File: src/hdl/ret_pkg.sv
// Shared constants, types and arithmetic helpers for the row edge tracker.
package ret_pkg;

   // Image geometry
   localparam int ImageWidth  = 188;
   localparam int ImageHeight = 120;

   localparam int RowW   = 7;
   localparam int ColW   = 8;
   localparam int PixW   = 8;
   localparam int ThrW   = 9;
   localparam int CountW = 7;
   localparam int AddrW  = $clog2(ImageHeight);

   localparam logic [ColW-1:0] LastCol     = ColW'(ImageWidth - 1);
   localparam logic [ColW-1:0] HalfWidth   = ColW'(ImageWidth / 2);
   localparam logic [RowW-1:0] FirstRow    = RowW'(ImageHeight - 1);
   localparam logic [RowW-1:0] RowLimit    = RowW'(ImageHeight);
   localparam logic [ThrW-1:0] ThrReset    = ThrW'(50);

   // Reciprocal of ten in 16 fractional bits, exact for values below 16384
   localparam logic [12:0] Recip10 = 13'd6554;

   typedef logic [RowW-1:0]   row_type;
   typedef logic [ColW-1:0]   col_type;
   typedef logic [PixW-1:0]   pix_type;
   typedef logic [ThrW-1:0]   thr_type;
   typedef logic [CountW-1:0] count_type;

   // Row-start request toward the start column tracker
   typedef struct packed {
      logic    start;   // column zero of a valid row
      logic    frame;   // that row is the first row of a frame
      col_type center;  // stored center line for that row
   } begin_type;

   // Search windows handed back to the edge scan
   typedef struct packed {
      col_type left_start;
      col_type right_start;
   } start_type;

   // floor(x / 10) for an 11-bit value
   function automatic col_type div10(input logic [10:0] x);
      logic [23:0] prod;
      prod = 24'(x) * 24'(Recip10);
      return prod[23:16];
   endfunction

   // 256*|a-b| > thr*(a+b)
   function automatic logic is_edge(input pix_type a, input pix_type b, input thr_type thr);
      pix_type     d;
      logic [8:0]  sum;
      logic [17:0] lhs;
      logic [17:0] rhs;
      d   = (a > b) ? (a - b) : (b - a);
      sum = {1'b0, a} + {1'b0, b};
      lhs = {2'b00, d, 8'h00};
      rhs = 18'(thr) * 18'(sum);
      return lhs > rhs;
   endfunction

endpackage

File: src/hdl/row_edge_tracker_diff_sum_ratio.sv
// Top level: input register, edge scan, per-row result register.
// A row's result is registered after its last pixel has passed the input register.
// Throughput: one pixel per cycle; the scan stage is a single registered pass per pixel,
// stalling only while a finished row result waits to be taken.
// Reset: synchronous, active high; threshold returns to 50, all edge state to its start
// values, and the center store's per-row valid bits are cleared at once (no clearing pass).
module row_edge_tracker_diff_sum_ratio
   import ret_pkg::*;
(
   input  logic      clock,
   input  logic      reset,
   // pixel input
   input  logic      req_valid,
   output logic      req_ready,
   input  row_type   req_row_index,
   input  col_type   req_col_index,
   input  pix_type   req_pixel,
   // row result
   output logic      rsp_valid,
   input  logic      rsp_ready,
   output row_type   rsp_row_out,
   output col_type   rsp_left_edge,
   output col_type   rsp_right_edge,
   output col_type   rsp_center_col,
   output logic      rsp_left_found,
   output logic      rsp_right_found,
   output count_type rsp_left_total,
   output count_type rsp_right_total,
   // threshold register
   input  logic      csr_wr_en,
   input  thr_type   csr_wr_data
);

   // threshold register
   thr_type thr_ff;
   always_ff @(posedge clock) begin
      if (reset) begin
         thr_ff <= ThrReset;
      end else if (csr_wr_en) begin
         thr_ff <= csr_wr_data;
      end
   end

   // input stage
   logic    s1_valid_ff, s1_valid_in;
   row_type s1_row_ff;
   col_type s1_col_ff;
   pix_type s1_pix_ff;

   logic rsp_valid_ff, rsp_valid_in;

   logic accept;
   logic s1_live;
   logic s1_emit;
   logic s1_go;
   logic out_free;

   assign s1_live  = s1_valid_ff && (s1_row_ff != '0) && (s1_row_ff < RowLimit)
                   && (s1_col_ff < LastCol + 8'd1);
   assign s1_emit  = s1_live && (s1_col_ff == LastCol);
   assign out_free = !rsp_valid_ff || rsp_ready;
   assign s1_go    = s1_valid_ff && (!s1_emit || out_free);
   assign req_ready = !s1_valid_ff || s1_go;
   assign accept   = req_valid && req_ready;

   always_comb begin
      s1_valid_in = s1_valid_ff;
      if (accept) begin
         s1_valid_in = 1'b1;
      end else if (s1_go) begin
         s1_valid_in = 1'b0;
      end
   end

   always_ff @(posedge clock) begin
      if (reset) begin
         s1_valid_ff <= 1'b0;
      end else begin
         s1_valid_ff <= s1_valid_in;
      end
   end

   always_ff @(posedge clock) begin
      if (accept) begin
         s1_row_ff <= req_row_index;
         s1_col_ff <= req_col_index;
         s1_pix_ff <= req_pixel;
      end
   end

   // center line store, read at the beat and used in the scan stage
   col_type center_rd;
   col_type center_wr;
   logic    mem_rd_en;
   logic    mem_wr_en;

   assign mem_rd_en = accept && (req_row_index < RowLimit);
   assign mem_wr_en = s1_go && s1_emit;

   ret_center_mem u_center_mem (
      .clock   (clock),
      .reset   (reset),
      .rd_en   (mem_rd_en),
      .rd_addr (req_row_index[AddrW-1:0]),
      .wr_en   (mem_wr_en),
      .wr_addr (s1_row_ff[AddrW-1:0]),
      .wr_data (center_wr),
      .rd_data (center_rd)
   );

   // start columns
   begin_type row_begin;
   start_type window;

   assign row_begin.start  = s1_go && s1_live && (s1_col_ff == '0);
   assign row_begin.frame  = (s1_row_ff == FirstRow);
   assign row_begin.center = center_rd;

   ret_start_track u_start_track (
      .clock     (clock),
      .reset     (reset),
      .row_begin (row_begin),
      .window    (window)
   );

   // pixel delay line, three deep
   pix_type dly0_ff, dly1_ff, dly2_ff;
   always_ff @(posedge clock) begin
      if (s1_go) begin
         dly0_ff <= s1_pix_ff;
         dly1_ff <= dly0_ff;
         dly2_ff <= dly1_ff;
      end
   end

   // edge scan state
   col_type   left_edge_ff,  left_edge_in;
   col_type   right_edge_ff, right_edge_in;
   logic      left_hit_ff,   left_hit_in;
   logic      right_hit_ff,  right_hit_in;
   count_type left_cnt_ff,   left_cnt_in;
   count_type right_cnt_ff,  right_cnt_in;

   logic       hit;
   col_type    lc;
   logic [8:0] edge_sum;

   always_comb begin
      hit = is_edge(dly2_ff, s1_pix_ff, thr_ff);
      lc  = s1_col_ff - 8'd3;

      left_edge_in  = left_edge_ff;
      right_edge_in = right_edge_ff;
      left_hit_in   = left_hit_ff;
      right_hit_in  = right_hit_ff;
      left_cnt_in   = left_cnt_ff;
      right_cnt_in  = right_cnt_ff;

      if (s1_go && s1_live) begin
         // row start
         if (s1_col_ff == '0) begin
            left_edge_in  = '0;
            right_edge_in = LastCol;
            left_hit_in   = 1'b0;
            right_hit_in  = 1'b0;
            if (row_begin.frame) begin
               left_cnt_in  = '0;
               right_cnt_in = '0;
            end
         end
         // pair test, on the even grid from each start column
         if (s1_col_ff >= 8'd3 && hit) begin
            if (!left_hit_ff && (lc >= window.left_start)
                && (lc[0] == window.left_start[0])) begin
               left_hit_in  = 1'b1;
               left_edge_in = s1_col_ff - 8'd1;
            end
            if ((s1_col_ff <= window.right_start)
                && (s1_col_ff[0] == window.right_start[0])) begin
               right_hit_in  = 1'b1;
               right_edge_in = s1_col_ff - 8'd2;
            end
         end
         // row end
         if (s1_emit) begin
            if (left_hit_in) begin
               left_cnt_in = left_cnt_ff + 7'd1;
            end
            if (right_hit_in) begin
               right_cnt_in = right_cnt_ff + 7'd1;
            end
         end
      end

      edge_sum  = {1'b0, left_edge_in} + {1'b0, right_edge_in};
      center_wr = edge_sum[8:1];
   end

   always_ff @(posedge clock) begin
      if (reset) begin
         left_edge_ff  <= '0;
         right_edge_ff <= LastCol;
         left_hit_ff   <= 1'b0;
         right_hit_ff  <= 1'b0;
         left_cnt_ff   <= '0;
         right_cnt_ff  <= '0;
      end else begin
         left_edge_ff  <= left_edge_in;
         right_edge_ff <= right_edge_in;
         left_hit_ff   <= left_hit_in;
         right_hit_ff  <= right_hit_in;
         left_cnt_ff   <= left_cnt_in;
         right_cnt_ff  <= right_cnt_in;
      end
   end

   // result register
   always_comb begin
      rsp_valid_in = rsp_valid_ff;
      if (mem_wr_en) begin
         rsp_valid_in = 1'b1;
      end else if (rsp_ready) begin
         rsp_valid_in = 1'b0;
      end
   end

   always_ff @(posedge clock) begin
      if (reset) begin
         rsp_valid_ff <= 1'b0;
      end else begin
         rsp_valid_ff <= rsp_valid_in;
      end
   end

   row_type   rsp_row_ff;
   col_type   rsp_left_ff, rsp_right_ff, rsp_center_ff;
   logic      rsp_lfound_ff, rsp_rfound_ff;
   count_type rsp_ltotal_ff, rsp_rtotal_ff;

   always_ff @(posedge clock) begin
      if (mem_wr_en) begin
         rsp_row_ff    <= s1_row_ff;
         rsp_left_ff   <= left_edge_in;
         rsp_right_ff  <= right_edge_in;
         rsp_center_ff <= center_wr;
         rsp_lfound_ff <= left_hit_in;
         rsp_rfound_ff <= right_hit_in;
         rsp_ltotal_ff <= left_cnt_in;
         rsp_rtotal_ff <= right_cnt_in;
      end
   end

   assign rsp_valid       = rsp_valid_ff;
   assign rsp_row_out     = rsp_row_ff;
   assign rsp_left_edge   = rsp_left_ff;
   assign rsp_right_edge  = rsp_right_ff;
   assign rsp_center_col  = rsp_center_ff;
   assign rsp_left_found  = rsp_lfound_ff;
   assign rsp_right_found = rsp_rfound_ff;
   assign rsp_left_total  = rsp_ltotal_ff;
   assign rsp_right_total = rsp_rtotal_ff;

   // a found left edge is always at least two columns in
   a_left_edge_min: assert property (@(posedge clock) disable iff (reset)
      rsp_valid && rsp_left_found |-> rsp_left_edge >= 8'd2)
      else $error("left edge found below column two");

   // a row with no right edge reports the last column
   a_right_default: assert property (@(posedge clock) disable iff (reset)
      rsp_valid && !rsp_right_found |-> rsp_right_edge == LastCol)
      else $error("missing right edge not reported as last column");

   // the scan stage only holds while a row result is waiting
   a_stall_cause: assert property (@(posedge clock) disable iff (reset)
      s1_valid_ff && !s1_go |-> rsp_valid_ff && !rsp_ready)
      else $error("scan stage stalled without a waiting result");

endmodule

File: src/hdl/ret_center_mem.sv
// Center line store: one entry per row, cleared by reset through per-entry valid bits.
module ret_center_mem
   import ret_pkg::*;
(
   input  logic             clock,
   input  logic             reset,
   input  logic             rd_en,
   input  logic [AddrW-1:0] rd_addr,
   input  logic             wr_en,
   input  logic [AddrW-1:0] wr_addr,
   input  col_type          wr_data,
   output col_type          rd_data
);

   col_type                mem [ImageHeight];
   logic [ImageHeight-1:0] valid_ff;
   col_type                rd_data_ff;

   // write port
   always_ff @(posedge clock) begin
      if (wr_en) begin
         mem[wr_addr] <= wr_data;
      end
   end

   // valid bits: an entry never written reads as zero
   always_ff @(posedge clock) begin
      if (reset) begin
         valid_ff <= '0;
      end else if (wr_en) begin
         valid_ff[wr_addr] <= 1'b1;
      end
   end

   // registered read, with bypass of a write to the same row on the same edge
   always_ff @(posedge clock) begin
      if (rd_en) begin
         if (wr_en && (wr_addr == rd_addr)) begin
            rd_data_ff <= wr_data;
         end else if (valid_ff[rd_addr]) begin
            rd_data_ff <= mem[rd_addr];
         end else begin
            rd_data_ff <= '0;
         end
      end
   end

   assign rd_data = rd_data_ff;

endmodule

File: src/hdl/ret_start_track.sv
// Start column tracker: low-pass filters the search start columns from the stored center line.
module ret_start_track
   import ret_pkg::*;
(
   input  logic      clock,
   input  logic      reset,
   input  begin_type row_begin,
   output start_type window
);

   col_type start_col_ff,   start_col_in;
   col_type left_start_ff,  left_start_in;
   col_type right_start_ff, right_start_in;

   logic [10:0] mix;
   logic [10:0] six_c;
   col_type     new_start;
   col_type     offset;
   logic [8:0]  right_sum;

   // new start = floor((4c + 3s + W) / 10), right start = min(start + floor(6c/10), W-1)
   always_comb begin
      mix       = {1'b0, row_begin.center, 2'b00}
                + 11'(start_col_ff) + 11'({start_col_ff, 1'b0})
                + 11'(ImageWidth);
      six_c     = 11'({row_begin.center, 2'b00}) + 11'({row_begin.center, 1'b0});
      new_start = div10(mix);
      offset    = div10(six_c);
      right_sum = {1'b0, new_start} + {1'b0, offset};

      start_col_in   = start_col_ff;
      left_start_in  = left_start_ff;
      right_start_in = right_start_ff;
      if (row_begin.start) begin
         if (row_begin.frame) begin
            start_col_in   = HalfWidth;
            left_start_in  = '0;
            right_start_in = LastCol;
         end else begin
            start_col_in   = new_start;
            left_start_in  = new_start;
            right_start_in = (right_sum > 9'(LastCol)) ? LastCol : right_sum[ColW-1:0];
         end
      end
   end

   always_ff @(posedge clock) begin
      if (reset) begin
         start_col_ff   <= HalfWidth;
         left_start_ff  <= '0;
         right_start_ff <= LastCol;
      end else begin
         start_col_ff   <= start_col_in;
         left_start_ff  <= left_start_in;
         right_start_ff <= right_start_in;
      end
   end

   assign window.left_start  = left_start_ff;
   assign window.right_start = right_start_ff;

endmodule

File: config.mk
export PLATFORM = sky130hd
export DESIGN_NAME = row_edge_tracker_diff_sum_ratio
export DESIGN_NICKNAME = d
export VERILOG_FILES = /design/src/hdl/ret_pkg.sv /design/src/hdl/row_edge_tracker_diff_sum_ratio.sv /design/src/hdl/ret_center_mem.sv /design/src/hdl/ret_start_track.sv
export SDC_FILE = /design/constraint.sdc
export NUM_CORES = 2
export LEC_CHECK = 0
export BUFFER_PORTS_ARGS = -buffer_cell sky130_fd_sc_hd__buf_2
export CORE_UTILIZATION = 45
export CTS_CLUSTER_DIAMETER = 200
export CTS_CLUSTER_SIZE = 28
export DETAILED_ROUTE_END_ITERATION = 10
export SYNTH_ARGS = -nofsm -noshare
export SYNTH_HDL_FRONTEND = slang
export SYNTH_SLANG_ARGS = --single-unit
File: constraint.sdc
create_clock -name clock -period 14.15 [get_ports clock]
set_input_delay 0 -clock clock [delete_from_list [all_inputs] [get_ports clock]]
set_output_delay 0 -clock clock [all_outputs]
set_load 0.03 [all_outputs]
**Yosys cells after proc, flatten, opt, wreduce, memory -nomap -nowiden**

Memories as Yosys holds them, arrays and structs flattened.
Cells that the tools add are included.

- RAM bits: 960
- Output and inout port bits: 49
- Input port bits: 37
- Word-level logic and storage cells: 136
- Bits in registers: 289
- Memories kept: 1

Memories:

| name | depth | bits a word | read ports | clocked after Yosys merged registers in | wr ports | line | source |
|---|---|---|---|---|---|---|---|
| u_center_mem.mem | 120 | 8 | 1 | 0 | 1 | ret_center_mem.sv:15 | `col_type mem [ImageHeight];` |

- Bitwise logic cells: 1
- Muxes and demuxes: 45
- Order comparisons: 12
- Add/subtract/negate cells: 14
- Equal/unequal tests: 5
- Multipliers: 3
- Reductions and logical operators: 27

Operator list:

| kind | count |
|---|---|
| two-way mux 8 bit | 15 |
| bitwise OR 120 bit | 1 |
| two-way mux 7 bit | 10 |
| multiplier 11 x 12 -> 23 bit (second input constant) | 2 |
| adder 8 x 8 -> 9 bit | 3 |
| greater-than comparator 16 x 18 -> 1 bit | 1 |
| multiplier 9 x 9 -> 18 bit | 1 |
| two-way mux 1 bit | 18 |
| logical AND 1 bit | 16 |
| < comparator 7 x 8 -> 1 bit (second input constant) | 2 |
| subtractor 8 x 2 -> 8 bit (second input constant) | 2 |
| subtractor 8 bit | 2 |
| adder 7 x 1 -> 7 bit (second input constant) | 2 |
| < comparator 7 bit (second input constant) | 2 |
| adder 10 x 8 -> 11 bit | 1 |
| adder 10 x 9 -> 11 bit | 1 |
| adder 11 x 8 -> 11 bit (second input constant) | 1 |
| adder 11 x 9 -> 11 bit | 1 |
| greater-than comparator 9 x 8 -> 1 bit (second input constant) | 1 |
| equality test 8 bit (second input constant) | 1 |
| greater-or-equal comparator 8 x 2 -> 1 bit (second input constant) | 1 |
| greater-or-equal comparator 8 bit | 1 |
| greater-than comparator 8 bit | 1 |
| <= comparator 8 bit | 1 |
| other kinds (13) | 20 |

**Depth between registers and ports, before layout**

- Depth in word-level cells: 13
- Gate-level depth with buffers: 50
- Gate-level depth less buffers: 50

**Modules after synthesis**

From an unflattened synthesis, not the netlist that was laid out.

- Cell total of the unflattened synthesis: 3852
- Area, all modules: 58386.0 um^2

By module, submodules not included:

| module | seq. area each (um^2) | area an instance (um^2) | cells an instance | times used |
|---|---|---|---|---|
| ret_center_mem | 31470.2 | 42380.6 | 2207 | 1 |
| row_edge_tracker_diff_sum_ratio | 3683.5 | 10067.2 | 1017 | 1 |
| ret_start_track | 420.4 | 5938.2 | 628 | 1 |

**Least setup slack after synthesis**

Ideal clock, no wire load.

- Path type: flip-flop to flip-flop
- Start: register s1_pix_ff[1]
- End: register rsp_center_ff[4], in the netlist rsp_center_col[4], data pin
- Clock period less this slack: 12.757 ns
- Data required time: 13.314 ns
- Buffers on the path: 0
- Setup time: 0.836 ns
- Cell stages (with the launch flop): 47
- Path slack: 1.393 ns
- Data arrival time: 11.920 ns
- Cell sequence: edfxtp_1 > inv_1 > ha_1 > inv_1 > a21oi_1 > o21ba_2 > o21bai_1 > a21oi_1 > nor2_1 > nor2_1 > nor2_1 > nor2_1 > xnor2_1 > nand2b_1 > fa_1 > fa_1 > inv_1 > fa_1 > (+11 left out) > o21a_1 > or2_2 > ha_1 > a211oi_1 > o211ai_1 > o21a_1 > o2111a_1 > nand3_1 > nor3_1 > o21ai_0 > nand2_1 > o21ai_0 > ha_1 > and3_1 > a2111oi_0 > o21a_1 > o21ai_1 > xor2_1

- Word-level cells in the longest chain between the ends: 7
- Elaborated cells on any way between the ends: 13
- Those cells by class: 4 x add/sub; 1 x mul; 2 x order compare; 5 x mux; 1 x reduce/logical

Ends and longest elaborated chain:

| what | line | source |
|---|---|---|
| from (decl) | row_edge_tracker_diff_sum_ratio.sv:48 | `pix_type s1_pix_ff;` |
| from (signal assigned) | row_edge_tracker_diff_sum_ratio.sv:87 | `s1_pix_ff <= req_pixel;` |
| adder 8 x 8 -> 9 bit (tied with other cells) | ret_pkg.sv:57 | `sum = {1'b0, a} + {1'b0, b};` |
| multiplier 9 x 9 -> 18 bit / two-way mux 8 bit (equally long branches) | ret_pkg.sv:59, ret_pkg.sv:56 |  |
| greater-than comparator 16 x 18 -> 1 bit * | ret_pkg.sv:60 | `return lhs > rhs;` |
| logical AND 1 bit * | row_edge_tracker_diff_sum_ratio.sv:172 | `if (s1_col_ff >= 8'd3 && hit) begin` |
| two-way mux 8 bit * | row_edge_tracker_diff_sum_ratio.sv:172 |  |
| two-way mux 8 bit * | row_edge_tracker_diff_sum_ratio.sv:159 | `if (s1_go && s1_live) begin` |
| net left_edge_in[1] | row_edge_tracker_diff_sum_ratio.sv:137 | `col_type left_edge_ff, left_edge_in;` |
| adder 8 x 8 -> 9 bit * | row_edge_tracker_diff_sum_ratio.sv:195 | `edge_sum = {1'b0, left_edge_in} + {1'b0, right_edge_in};` |
| net edge_sum[5] | row_edge_tracker_diff_sum_ratio.sv:146 | `logic [8:0] edge_sum;` |
| to (signal assigned) | row_edge_tracker_diff_sum_ratio.sv:245 | `rsp_center_ff <= center_wr;` |
| to (decl) | row_edge_tracker_diff_sum_ratio.sv:236 | `col_type rsp_left_ff, rsp_right_ff, rsp_center_ff;` |

The timed path passes the listed nets; every way through them passes the cells marked *.
A chain may end at the register's enable or synchronous reset.

**Worst setup path in the final report**

- Start: register s1_pix_ff[1]
- End: memory u_center_mem.mem[39][6] (netlist name), data pin

- Word-level cells in the longest chain between the ends: 7
- Elaborated cells on any way between the ends: 13
- Those cells by class: 4 x add/sub; 1 x mul; 2 x order compare; 5 x mux; 1 x reduce/logical

Ends and longest elaborated chain:

| what | line |
|---|---|
| adder 8 x 8 -> 9 bit (tied with other cells) | ret_pkg.sv:57 |
| multiplier 9 x 9 -> 18 bit / two-way mux 8 bit (equally long branches) | ret_pkg.sv:59, ret_pkg.sv:56 |
| greater-than comparator 16 x 18 -> 1 bit * | ret_pkg.sv:60 |
| logical AND 1 bit * | row_edge_tracker_diff_sum_ratio.sv:172 |
| two-way mux 8 bit * | row_edge_tracker_diff_sum_ratio.sv:172 |
| two-way mux 8 bit * | row_edge_tracker_diff_sum_ratio.sv:159 |
| net left_edge_in[1] | row_edge_tracker_diff_sum_ratio.sv:137 |
| adder 8 x 8 -> 9 bit * | row_edge_tracker_diff_sum_ratio.sv:195 |
| net edge_sum[7] | row_edge_tracker_diff_sum_ratio.sv:146 |
| to (decl) | ret_center_mem.sv:15 |

Marked as above.

==> impl_metrics.yaml <==
floorplan:
  start_util: 0.4547
  core_area_um2: 125900
  die_x_um: 358.7
  die_h_um: 358.7
  rows: 130
  ios: 86
  dieArea_um2: 128600
grt:
  grt_use_met2: 0.3472
  overflow: 0
  met3_usage: 0.02528
  grt_pass1_wl_um: 203200
  antenna_found_initial: 3
  grt_use_met1: 0.3130
  grt_usage: 0.2138
  grt_pass1_vias: 30610
  grt_max_degree: 123
  grt.busiest_layer: "met2"
route:
  wl_per_cell_um: 25.61
  post-route-drc-count: 0
  wl_um: 135800
  via_count: 30230
  via_per_inst: 5.700
  postRouteAntennaNets: 0
  drt_iter0_drc: 2701
  firstDrtPassIters: 7
hold_path:
  hold_path_class: "input port to register"
  min_from: "req_row_index[2]"
logic_synthesis:
  synth_top_area_frac: 0.5571
  synth_edf_count: 1062
  syn_area_um2: 57240
  avgSynthCellArea_um2: 16.45
  synth-seq-cells: 1246
  synthFlopType: "edfxtp_1"
  syn_inst: 3479
  ys_seq_area_frac: 0.6215
  synth_top_area_cell: "edfxtp_1"
  ys_warn_count: 0
  ys_types: 75
  synthArstFlopShare: 0
  synthTopCellsByArea: "edfxtp_1 (56%), mux4_2 (13%), dfxtp_1 (6.4%)"
timing:
  post-route-period-util: 0.8463
  slew_headroom: 0.1313
  timing_hold_violations_final: 0
  fin_crit_ps: 11970
  tns_ps: 0
  worstMarginPinSlew_ps: 1303
  setup_viol: 0
  rsz0062_at_grt: "false"
  finalClockSkew_ps: 52.22
  drv_slew: 0
  clock.fmax_ghz: 0.08351
setup_path:
  cp_data_required_time_ps: 14470
  setup.worst_path.end_class: "register"
  crit_arrival_ps: 12290
  cp-start-kind: "register"
  rr_startpoint: "s1_pix_ff[1]$_DFFE_PP_"
  cp_max_fo: 120
  path_class: "register to register"
  slowest_stage: "buf_4"
  slowest_delay_ps: 910
  critPathLaunch: "s1_pix_ff[1]$_DFFE_PP_"
cells_and_area:
  drive_gt1_frac: 0.1654
  fin_area_um2: 61970
  layout_common_cells: "edfxtp_1 (1,062), mux4_2 (342), inv_1 (283), ha_1 (260), nor2_1 (185)"
  syn_to_final_growth_pct: 8.263
  finalNetCount: 4024
  final_common_cell: "edfxtp_1"
power:
  vdd_ir_drop_max_mv: 0.3742
  powerDensity_nw_per_um2: 172.8
  p_leak_nw: 21.53
cts:
  cts_setup_buffers: 0
  htree_levels: 2
  post_cts_resized: 0
  clkTransAtPathRegs_ps: 130
  clk_path_buf_depth: 3
  cts-buffers-inserted: 50
  cts.sinks: 1246
  clk_latency_ps: 730
  cts_root_buf: "clkbuf_16"
  cts_tree: "yes"
placed_design:
  place_area_um2: 59780
  place.gp.congestion: 0.8535
  io_buffers: 85
  dp_hpwl_um: 87840
run_status:
  status: "complete, no violations"
job:
  max_cap_viol_count: 0
[sequential cells by signal (all words and copies together) (netlist names), 8 cells and up]
| signal | cells |
|---|---|
| u_center_mem.mem | 960 |
| u_center_mem.valid_ff | 120 |
| thr_ff | 9 |
| dly0_ff | 8 |
| dly1_ff | 8 |
| dly2_ff | 8 |
| left_edge_ff | 8 |
| right_edge_ff | 8 |
| rsp_center_col | 8 |
| rsp_left_edge | 8 |
| rsp_right_edge | 8 |
| s1_col_ff | 8 |
| s1_pix_ff | 8 |
| u_center_mem.rd_data | 8 |
| u_start_track.left_start_ff | 8 |
| u_start_track.right_start_ff | 8 |
[path summary, 6_finish.rpt]
kind	end	slack, ps	depth (start not counted)
min reg2reg	dly2_ff[6]$_DFFE_PP_	410	0
max	u_center_mem.mem[39][6]$_DFFE_PP_	2180	48
max reg2reg	u_center_mem.mem[39][6]$_DFFE_PP_	2180	48
min	s1_row_ff[2]$_DFFE_PP_	120	2
[power breakdown]
group / switching, mW / total, mW / internal [mW]
Combinational: 2.74 / 4.52 / 1.78
Clock: 1.12 / 1.83 / 0.710
Sequential: 0.0270 / 4.36 / 4.33
Total: 3.89 / 10.7 / 6.82
[layout make-up]
class                   count  area (um^2)
repair buffers            223         1694
well taps                1650         2064
clock inverters             2        46.29
flip-flops and latches   1246        35570
fillers                 10580        63930
multi-input cells        1803        20050
diodes                      2        5.005
inverters                 286         1081
clock buffers              92         1451
[logic make-up (layout without fill, tap and decap cells)]
family / after synthesis / after routing / share of synthesized area
compound gates: 387 / 387 / 0.04551
xor+xnor: 96 / 96 / 0.01495
fa+ha+maj: 378 / 378 / 0.09793
buf+inv: 437 / 603 / 0.03008
flops: 1246 / 1246 / 0.6215
mux: 392 / 392 / 0.1439
other cells: 1 / 10 / 0.00006551
simple gates: 542 / 542 / 0.04603
[through the flow]
stage / setup slack [ps] / util / hold slack (ps) / power, mW / std cells
after floorplan: 1393 / - / 98.87 / 7.701 / 3486
after global placement: 2527 / 0.4748 / 178.5 / 8.892 / 5139
after detailed placement: 2315 / 0.4748 / 178.1 / 8.958 / 5139
after CTS: 2195 / 0.4922 / 75.37 / 10.81 / 5302
after global routing: 1187 / 0.4922 / 97.85 / 11.46 / 5302
final: 2175 / 0.4922 / 124.7 / 10.71 / 5304
[cells in the mapped netlist, types with 3 or more instances]
cell       instances
nand2b_1          28
clkbuf_1          96
mux4_2           342
o21a_1           126
buf_6              3
xnor2_1           53
a211oi_1          13
o2bb2ai_1          4
a22oi_1            7
o31ai_1            7
xor2_1            42
a31oi_1            3
nand3b_1           4
edfxtp_1        1062
o21ai_0           47
and2_1            39
nand2_1          101
o21bai_1          21
o22ai_1           13
dfxtp_1          184
o211ai_1           7
o21ai_1           13
ha_1             260
a2111oi_0          4
or2_2             11
buf_4              3
nor2_1           187
a21oi_1           81
a21o_1            14
nor3b_1            4
fa_1             117
or3_1             14
and3_1             8
mux2i_1           32
and4_1             3
buf_1             11
buf_2             38
inv_1            284
nor2b_1           62
nand3_1           36
nor3_1            23
a31o_2             3
mux2_2            16
nand4_1           14
[what timing repair did]
item / in CTS / in global routing
endpoints found under the setup margin: 0 / 0
hold endpoints to repair: 61 / 0
hold buffers: 69 / 0
[worst max-delay path, delay by kind of cell, from the launching register on]
| family | cells | cell delay [ps] |
|---|---|---|
| simple gates | 16 | 2160 |
| mux | 1 | 140 |
| fa+ha+maj | 8 | 3210 |
| flops | 1 | 490 |
| compound gates | 16 | 3460 |
| xor+xnor | 1 | 640 |
| buf+inv | 6 | 1350 |
[layer usage]
| metal | up-vias | share of wire |
|---|---|---|
| met4 | 2 | 0.016 |
| met1 | 15890 | 0.45 |
| li1 | 13390 | - |
| met2 | 840 | 0.48 |
| met3 | 112 | 0.052 |
| met5 | - | 0.00014 |
No activity file was read; power rests on OpenSTA's default activity.
